<file path="config.mk">
export PLATFORM = sky130hd
export DESIGN_NAME = thermal_sample_zone_monitor
export DESIGN_NICKNAME = d
export VERILOG_FILES = /design/src/sv/thsm_pkg.sv /design/src/sv/thermal_sample_zone_monitor.sv /design/src/sv/thsm_cfg_regs.sv /design/src/sv/thsm_update.sv
export SDC_FILE = /design/constraint.sdc
export NUM_CORES = 1
export LEC_CHECK = 0
export ABC_AREA = 0
export BUFFER_PORTS_ARGS = -buffer_cell sky130_fd_sc_hd__buf_2
export CAP_MARGIN = 20
export CORE_UTILIZATION = 57
export DETAILED_ROUTE_END_ITERATION = 8
export GPL_ROUTABILITY_DRIVEN = 0
export PLACE_DENSITY = 0.73
export RECOVER_POWER = 25
export SLEW_MARGIN = 20
export SYNTH_ARGS = -nofsm -noshare
export SYNTH_HDL_FRONTEND = slang
export SYNTH_SLANG_ARGS = --single-unit
</file>
<file path="constraint.sdc">
create_clock -name aclk -period 15.5 [get_ports aclk]
set_input_delay 3.875 -clock aclk [delete_from_list [all_inputs] [get_ports aclk]]
set_output_delay 3.875 -clock aclk [all_outputs]
set_load 0.02 [all_outputs]
</file>
<file path="src/sv/thsm_pkg.sv">
// ----------------------------------------------------------------------------
// thsm_pkg
// Shared types, register codes, status and zone codes and the code-to-
// temperature table of the thermal sample zone monitor.
// ----------------------------------------------------------------------------
package thsm_pkg;

    // temperature in millidegrees Celsius
    typedef logic signed [17:0] temp_t;

    // register indexes on the configuration port
    localparam logic [1:0] REG_SENSOR_ENABLED = 2'd0;
    localparam logic [1:0] REG_LOW_THRESHOLD  = 2'd1;
    localparam logic [1:0] REG_HIGH_THRESHOLD = 2'd2;

    // result status codes
    localparam logic [1:0] STATUS_OK       = 2'd0;
    localparam logic [1:0] STATUS_TIMEOUT  = 2'd1;
    localparam logic [1:0] STATUS_BAD_CODE = 2'd2;

    // zone codes
    localparam logic [1:0] ZONE_UNDEFINED = 2'd0;
    localparam logic [1:0] ZONE_BELOW     = 2'd1;
    localparam logic [1:0] ZONE_BETWEEN   = 2'd2;
    localparam logic [1:0] ZONE_ABOVE     = 2'd3;

    // reset values of the registers
    localparam logic       RESET_ENABLED  = 1'b1;
    localparam logic [6:0] RESET_LOW_THR  = 7'd75;
    localparam logic [6:0] RESET_HIGH_THR = 7'd76;

    // last valid code of the table
    localparam logic [7:0] TABLE_LAST_CODE = 8'd95;

    // sample at least this far above the average takes the fast weights
    localparam logic signed [18:0] JUMP_MARGIN = 19'sd35000;

    // exact divide by ten for magnitudes below 2^21: floor(x * M / 2^25)
    localparam int unsigned      DIV10_SHIFT = 25;
    localparam logic      [21:0] DIV10_MULT  = 22'd3355444;

    // table entries past the last listed one read as the saturated top
    localparam logic [6:0] ROM_LAST = 7'd107;
    localparam temp_t      ROM_TOP  = 18'sd125000;

    localparam temp_t CODE_ROM [0:107] = '{
        -18'sd40000, -18'sd40000, -18'sd40000, -18'sd40000,
        -18'sd40000, -18'sd40000, -18'sd40000, -18'sd40000,
        -18'sd40000, -18'sd40000, -18'sd40000, -18'sd40000,
        -18'sd40000, -18'sd39000, -18'sd36500, -18'sd34500,
        -18'sd33000, -18'sd31000, -18'sd29000, -18'sd27000,
        -18'sd25000, -18'sd23000, -18'sd21000, -18'sd19250,
        -18'sd17750, -18'sd16000, -18'sd14250, -18'sd12750,
        -18'sd11000, -18'sd9000,  -18'sd7250,  -18'sd5750,
        -18'sd4250,  -18'sd2500,  -18'sd750,   18'sd1000,
        18'sd2750,   18'sd4250,   18'sd5750,   18'sd7500,
        18'sd9250,   18'sd11000,  18'sd12750,  18'sd14250,
        18'sd16000,  18'sd18000,  18'sd20000,  18'sd22000,
        18'sd24000,  18'sd26000,  18'sd27750,  18'sd29250,
        18'sd31000,  18'sd32750,  18'sd34250,  18'sd36000,
        18'sd37750,  18'sd39250,  18'sd41000,  18'sd42750,
        18'sd44250,  18'sd46000,  18'sd47750,  18'sd49250,
        18'sd51000,  18'sd52750,  18'sd54250,  18'sd56000,
        18'sd57750,  18'sd59250,  18'sd61000,  18'sd63000,
        18'sd65000,  18'sd67000,  18'sd69000,  18'sd70750,
        18'sd72500,  18'sd74250,  18'sd76000,  18'sd77750,
        18'sd79250,  18'sd81000,  18'sd82750,  18'sd84250,
        18'sd86000,  18'sd87750,  18'sd89250,  18'sd91000,
        18'sd92750,  18'sd94250,  18'sd96000,  18'sd97750,
        18'sd99250,  18'sd101000, 18'sd102750, 18'sd104250,
        18'sd106000, 18'sd108000, 18'sd110000, 18'sd112000,
        18'sd114000, 18'sd116000, 18'sd117750, 18'sd119250,
        18'sd121000, 18'sd122750, 18'sd124250, 18'sd125000
    };

    // configuration as seen by the datapath
    typedef struct packed {
        logic       enabled;
        logic [6:0] low_thr;
        logic [6:0] high_thr;
    } cfg_t;

    // one computed result, plus whether it commits new state
    typedef struct packed {
        logic [1:0] status;
        temp_t      sample_temp;
        temp_t      average_temp;
        logic [1:0] zone;
        logic       crossed;
        logic       commit;
    } result_t;

    // table lookup, saturating past the listed entries
    function automatic temp_t rom_read(input logic [6:0] code);
        temp_t val;
        if (code > ROM_LAST) begin
            val = ROM_TOP;
        end else begin
            val = CODE_ROM[code];
        end
        return val;
    endfunction

endpackage

</file>
<file path="src/sv/thermal_sample_zone_monitor.sv">
// ----------------------------------------------------------------------------
// thermal_sample_zone_monitor
// Path: a sample transaction passes the input register, then the result
//   register, before its result is valid.
// Throughput: one sample per cycle unless m_tready stalls; a good sample
//   sets average and last zone in the cycle it enters the result register.
// Reset (aresetn low, synchronous): both channels empty, average 0,
//   zone undefined, registers at enable 1, low 75, high 76.
// ----------------------------------------------------------------------------
module thermal_sample_zone_monitor
    import thsm_pkg::*;
(
    input  logic        aclk,
    input  logic        aresetn,
    // sample channel
    input  logic        s_tvalid,
    output logic        s_tready,
    input  logic [7:0]  s_tdata,   // [7:0] adc_code
    input  logic [0:0]  s_tuser,   // [0] conversion_timeout
    // result channel
    output logic        m_tvalid,
    input  logic        m_tready,
    output logic [39:0] m_tdata,   // [17:0] sample_temp, [35:18] average_temp,
                                   // [37:36] zone, [38] crossed, [39] zero
    output logic [1:0]  m_tuser,   // [1:0] status
    // configuration port
    input  logic        psel,
    input  logic        penable,
    input  logic        pwrite,
    input  logic [3:0]  paddr,
    input  logic [31:0] pwdata,
    output logic [31:0] prdata,
    output logic        pready
);

    cfg_t       cfg;
    result_t    res;

    logic       in_valid_reg;
    logic       in_valid_next;
    logic [7:0] in_code_reg;
    logic       in_timeout_reg;
    logic       out_valid_reg;
    logic       out_valid_next;
    result_t    out_res_reg;
    temp_t      avg_reg;
    logic [1:0] last_zone_reg;
    logic       in_accept;
    logic       advance;
    logic       produce;

    thsm_cfg_regs u_cfg_regs (
        .aclk    (aclk),
        .aresetn (aresetn),
        .psel    (psel),
        .penable (penable),
        .pwrite  (pwrite),
        .paddr   (paddr),
        .pwdata  (pwdata),
        .prdata  (prdata),
        .pready  (pready),
        .cfg     (cfg)
    );

    thsm_update u_update (
        .adc_code           (in_code_reg),
        .conversion_timeout (in_timeout_reg),
        .cfg                (cfg),
        .avg                (avg_reg),
        .last_zone          (last_zone_reg),
        .res                (res)
    );

    // handshake: the input stage moves on whenever the result slot frees up
    assign advance   = in_valid_reg && (!out_valid_reg || m_tready);
    assign s_tready  = !in_valid_reg || advance;
    assign in_accept = s_tvalid && s_tready;
    assign produce   = advance && cfg.enabled;

    always_comb begin
        in_valid_next = in_valid_reg;
        if (in_accept) begin
            in_valid_next = 1'b1;
        end else if (advance) begin
            in_valid_next = 1'b0;
        end
    end

    always_comb begin
        out_valid_next = out_valid_reg;
        if (produce) begin
            out_valid_next = 1'b1;
        end else if (m_tready) begin
            out_valid_next = 1'b0;
        end
    end

    // control and state registers
    always_ff @(posedge aclk) begin
        if (!aresetn) begin
            in_valid_reg  <= 1'b0;
            out_valid_reg <= 1'b0;
            avg_reg       <= '0;
            last_zone_reg <= ZONE_UNDEFINED;
        end else begin
            in_valid_reg  <= in_valid_next;
            out_valid_reg <= out_valid_next;
            if (produce && res.commit) begin
                avg_reg       <= res.average_temp;
                last_zone_reg <= res.zone;
            end
        end
    end

    // payload registers
    always_ff @(posedge aclk) begin
        if (in_accept) begin
            in_code_reg    <= s_tdata;
            in_timeout_reg <= s_tuser[0];
        end
        if (produce) begin
            out_res_reg <= res;
        end
    end

    assign m_tvalid = out_valid_reg;
    assign m_tuser  = out_res_reg.status;
    assign m_tdata  = {1'b0, out_res_reg.crossed, out_res_reg.zone,
                       out_res_reg.average_temp, out_res_reg.sample_temp};

endmodule

</file>
<file path="src/sv/thsm_cfg_regs.sv">
// ----------------------------------------------------------------------------
// thsm_cfg_regs
// APB register file: sensor enable and the two zone thresholds.
// ----------------------------------------------------------------------------
module thsm_cfg_regs
    import thsm_pkg::*;
(
    input  logic        aclk,
    input  logic        aresetn,
    input  logic        psel,
    input  logic        penable,
    input  logic        pwrite,
    input  logic [3:0]  paddr,
    input  logic [31:0] pwdata,
    output logic [31:0] prdata,
    output logic        pready,
    output cfg_t        cfg
);

    cfg_t       cfg_reg;
    cfg_t       cfg_next;
    logic       wr_en;
    logic [1:0] reg_idx;

    assign pready  = 1'b1;
    assign wr_en   = psel && penable && pwrite && pready;
    assign reg_idx = paddr[3:2];

    // register write decode
    always_comb begin
        cfg_next = cfg_reg;
        if (wr_en) begin
            unique case (reg_idx)
                REG_SENSOR_ENABLED: cfg_next.enabled  = pwdata[0];
                REG_LOW_THRESHOLD:  cfg_next.low_thr  = pwdata[6:0];
                REG_HIGH_THRESHOLD: cfg_next.high_thr = pwdata[6:0];
                default:            cfg_next = cfg_reg;
            endcase
        end
    end

    always_ff @(posedge aclk) begin
        if (!aresetn) begin
            cfg_reg.enabled  <= RESET_ENABLED;
            cfg_reg.low_thr  <= RESET_LOW_THR;
            cfg_reg.high_thr <= RESET_HIGH_THR;
        end else begin
            cfg_reg <= cfg_next;
        end
    end

    // read mux
    always_comb begin
        unique case (reg_idx)
            REG_SENSOR_ENABLED: prdata = {31'd0, cfg_reg.enabled};
            REG_LOW_THRESHOLD:  prdata = {25'd0, cfg_reg.low_thr};
            REG_HIGH_THRESHOLD: prdata = {25'd0, cfg_reg.high_thr};
            default:            prdata = 32'd0;
        endcase
    end

    assign cfg = cfg_reg;

endmodule

</file>
<file path="src/sv/thsm_update.sv">
// ----------------------------------------------------------------------------
// thsm_update
// Per-sample logic: status check, table lookup, zone classification and
// weighted running-average update with truncating divide by ten.
// ----------------------------------------------------------------------------
module thsm_update
    import thsm_pkg::*;
(
    input  logic [7:0] adc_code,
    input  logic       conversion_timeout,
    input  cfg_t       cfg,
    input  temp_t      avg,
    input  logic [1:0] last_zone,
    output result_t    res
);

    logic [1:0]         status;
    temp_t              sample;
    logic [1:0]         zone;
    logic signed [18:0] jump_limit;
    logic signed [21:0] s_ext;
    logic signed [21:0] a_ext;
    logic signed [21:0] num;
    logic        [20:0] mag;
    logic        [42:0] prod;
    logic        [16:0] quot;
    temp_t              new_avg;

    // status: timeout wins over a code past the table
    always_comb begin
        priority if (conversion_timeout) begin
            status = STATUS_TIMEOUT;
        end else if (adc_code > TABLE_LAST_CODE) begin
            status = STATUS_BAD_CODE;
        end else begin
            status = STATUS_OK;
        end
    end

    assign sample = rom_read(adc_code[6:0]);

    // zone against the code thresholds
    always_comb begin
        priority if (adc_code < {1'b0, cfg.low_thr}) begin
            zone = ZONE_BELOW;
        end else if (adc_code < {1'b0, cfg.high_thr}) begin
            zone = ZONE_BETWEEN;
        end else begin
            zone = ZONE_ABOVE;
        end
    end

    // weights 9/1 normally, 7/3 on a large upward jump (then divide by ten)
    assign jump_limit = 19'(avg) + JUMP_MARGIN;
    assign s_ext      = 22'(sample);
    assign a_ext      = 22'(avg);

    always_comb begin
        if (19'(sample) < jump_limit) begin
            num = (s_ext <<< 3) + s_ext + a_ext;
        end else begin
            num = (s_ext <<< 3) - s_ext + (a_ext <<< 1) + a_ext;
        end
    end

    // signed divide by ten via reciprocal multiply on the magnitude
    assign mag  = num[21] ? 21'(-num) : num[20:0];
    assign prod = 43'(mag) * 43'(DIV10_MULT);
    assign quot = prod[DIV10_SHIFT +: 17];

    assign new_avg = num[21] ? -temp_t'({1'b0, quot}) : temp_t'({1'b0, quot});

    // result assembly
    always_comb begin
        res.status = status;
        if (status == STATUS_OK) begin
            res.sample_temp  = sample;
            res.average_temp = new_avg;
            res.zone         = zone;
            res.crossed      = (zone != last_zone);
            res.commit       = 1'b1;
        end else begin
            res.sample_temp  = '0;
            res.average_temp = avg;
            res.zone         = last_zone;
            res.crossed      = 1'b0;
            res.commit       = 1'b0;
        end
    end

endmodule

</file>
==> flow_metrics.py <==
metrics = {
    "finish": {
        "drive_gt1_frac": 0.0640,
        "area_growth_pct": 5.61,
        "antenna_cells": 0,
        "largest_reg_flops": 38,
        "nFillCells": 3086,
        "nets": 3011,
    },
    "synthesis": {
        "yosys-top-cells-count": "inv_1 (412), ha_1 (286), fa_1 (194)",
        "syn_area_um2": 20000,
        "yosysWarnings": 0,
        "synth_fa_ha_area_frac": 0.373,
        "synth_top_family_by_area": "adder cells",
        "yosys.area_share.xor_xnor": 0.0524,
        "syn_inst": 2450,
        "synth_top_area_share": 0.194,
        "synth.distinct_cells": 92,
        "ys_seq_area_frac": 0.111,
        "yosys.area_share.simple": 0.141,
        "muxShareOfSynthArea": 0.0157,
        "synth-seq-cells": 86,
        "synth_compound_area_frac": 0.200,
        "synth_top_area_cell": "fa_1",
        "synth.most_common_cell": "inv_1",
        "synth-edff-count": 49,
        "synth_flop_cell": "edfxtp_1",
        "yosys-top-cells-area": "fa_1 (19%), ha_1 (18%), inv_1 (7.7%)",
        "synthArstFlopShare": 0,
        "syn_avg_cell_area_um2": 8.16,
    },
    "cts": {
        "clock_sinks": 86,
        "htree_levels": 3,
        "numCtsBuffers": 9,
        "cts-root-buf": "clkbuf_16",
        "tritoncts": "done",
        "clock_latency_ps": 350,
        "clk_path_buf_depth": 2,
        "cts.clk_slew.worst_paths_ps": 60,
    },
    "sta": {
        "fmax_mhz": 68.6,
        "slew_headroom": 0.297,
        "finalSetupViolCount": 0,
        "worst_slew_pin_slew_ps": 1050,
        "finalHoldViolations": 0,
        "finClkSkew_ps": 12.0,
        "fin_setup_tns_ps": 0,
        "rsz0062_at_grt": "no",
        "finalCriticalPeriod_ps": 14570,
        "post-route-period-util": 0.940,
        "final_max_slew_viol_count": 0,
    },
    "detailed_routing": {
        "drc": 0,
        "drtIter0Drc": 2112,
        "wirelength_mm": 57.4,
        "firstDrtPassIters": 6,
        "routedWlPerCell_um": 19.5,
        "ant_nets": 0,
        "post_drt_via_cell_ratio": 6.17,
        "vias": 18100,
    },
    "run_status": {
        "outcome": "finished, final reports clean",
    },
    "global_routing": {
        "antenna_found_initial": 0,
        "grt_pass1_wl_mm": 91.7,
        "grtUsageTotal": 0.323,
        "grt_overflow": 0,
        "grt_max_degree": 99,
        "grt_pass1_vias": 17400,
    },
    "critical_path": {
        "path_max_fanout": 12,
        "crit_arrival_ps": 14640,
        "critPathMaxStageDelay_ps": 550,
        "slowest_stage": "fa_1",
        "path_buf_inv": 9,
        "cp.required_ps": 15570,
        "worstSetupEndpointType": "flop",
        "worstSetupPathType": "flop to flop",
        "cpLargestDelayFamily": "adder cells",
        "start_kind": "flop",
    },
    "floorplan": {
        "dieWidth_um": 189,
        "fp-row-count": 68,
        "die_y_um": 189,
        "boundaryPins": 129,
        "die_area_um2": 35800,
        "core_area_um2": 34500,
        "start_util": 0.579,
    },
    "place": {
        "hpwl_mm": 47.9,
        "io_buffers": 73,
    },
    "worst_hold_path": {
        "hold_class": "flop to flop",
    },
    "job": {
        "cap_violations": 0,
    },
}
## stage by stage
step	cell area [um^2]	utilization	setup WS (ps)	cells	hold slack, ps
global placement	20800	0.601	692	2918	454
global route	21100	0.611	105	2939	500
CTS	21100	0.609	323	2934	476
detailed placement	20800	0.601	446	2918	465
floorplan	20100	-	1830	2476	441
finish	21100	0.611	930	2939	473
## placed cells by master (no fill, tap or decap), drive strengths merged, types with 9 or more instances in the layout
| cell type | n |
|---|---|
| ha | 286 |
| o21ai | 133 |
| a211oi | 44 |
| buf | 111 |
| a21oi | 158 |
| o21a | 19 |
| a211o | 13 |
| o31ai | 14 |
| nand4 | 26 |
| a31oi | 40 |
| fa | 194 |
| nand3 | 47 |
| inv | 414 |
| nor2b | 15 |
| mux2i | 28 |
| nor2 | 171 |
| o21bai | 14 |
| and2 | 13 |
| edfxtp | 49 |
| conb | 28 |
| nor3 | 44 |
| and3 | 17 |
| xnor2 | 74 |
| or3 | 17 |
| nand2 | 167 |
| dfxtp | 37 |
| nand2b | 23 |
| a21o | 45 |
| clkbuf | 19 |
| o31a | 9 |
| o211ai | 35 |
| xor2 | 40 |
## cell type report
cell class / instances / area [um^2] / share of cell area
inverters: 412 / 1550 / 0.0734
clock inverters: 5 / 40.0 / 0.00190
multi-input cells: 1851 / 15800 / 0.748
flip-flops and latches: 86 / 2210 / 0.105
repair buffers: 119 / 696 / 0.0330
well taps: 455 / 569 / 0.0270
clock buffers: 11 / 254 / 0.0120
## worst register-to-register path: cells and delay by family, from the launching register on
family | cells | cell delay (ps)
fa+ha+maj | 12 | 5410
compound gates | 15 | 3770
simple gates | 13 | 3460
buf+inv | 9 | 790
flops | 1 | 440
xor+xnor | 1 | 440
## metal layers
metal | part of all wire | track usage | vias to the layer above
li1 | - | - | 8421
met1 | 0.42 | 0.444 | 8736
met4 | 0.032 | 0.0974 | 0
met5 | 0 | 0 | -
met3 | 0.084 | 0.0489 | 132
met2 | 0.46 | 0.524 | 853
## logic make-up after synthesis
kind of cell | Yosys count
buffers and inverters | 539
other | 2
AO/OA/AOI/OAI | 612
adder cells (fa/ha/maj) | 480
multiplexers | 30
AND/OR/NAND/NOR | 586
XOR/XNOR | 115
flip-flops | 86
## what timing repair did
item                       in CTS  in global routing
buffers inserted                0                  5
setup endpoints to repair       0                 22
hold buffers                    0                  0
gates resized for setup         0                  8
## worst paths after layout
check                      start           to  slack [ps]  cells past startpoint
setup / recovery  in_code_reg[0]  m_tdata[35]         930                     50
hold / removal    in_timeout_reg   m_tuser[0]         470                      0
setup reg to reg  in_code_reg[0]  m_tdata[35]         930                     50
hold reg to reg   in_timeout_reg   m_tuser[0]         470                      0
Power is left out: the tool's default activity adds up to more than one toggle a clock period on the data nets, which glitch-free logic cannot reach.
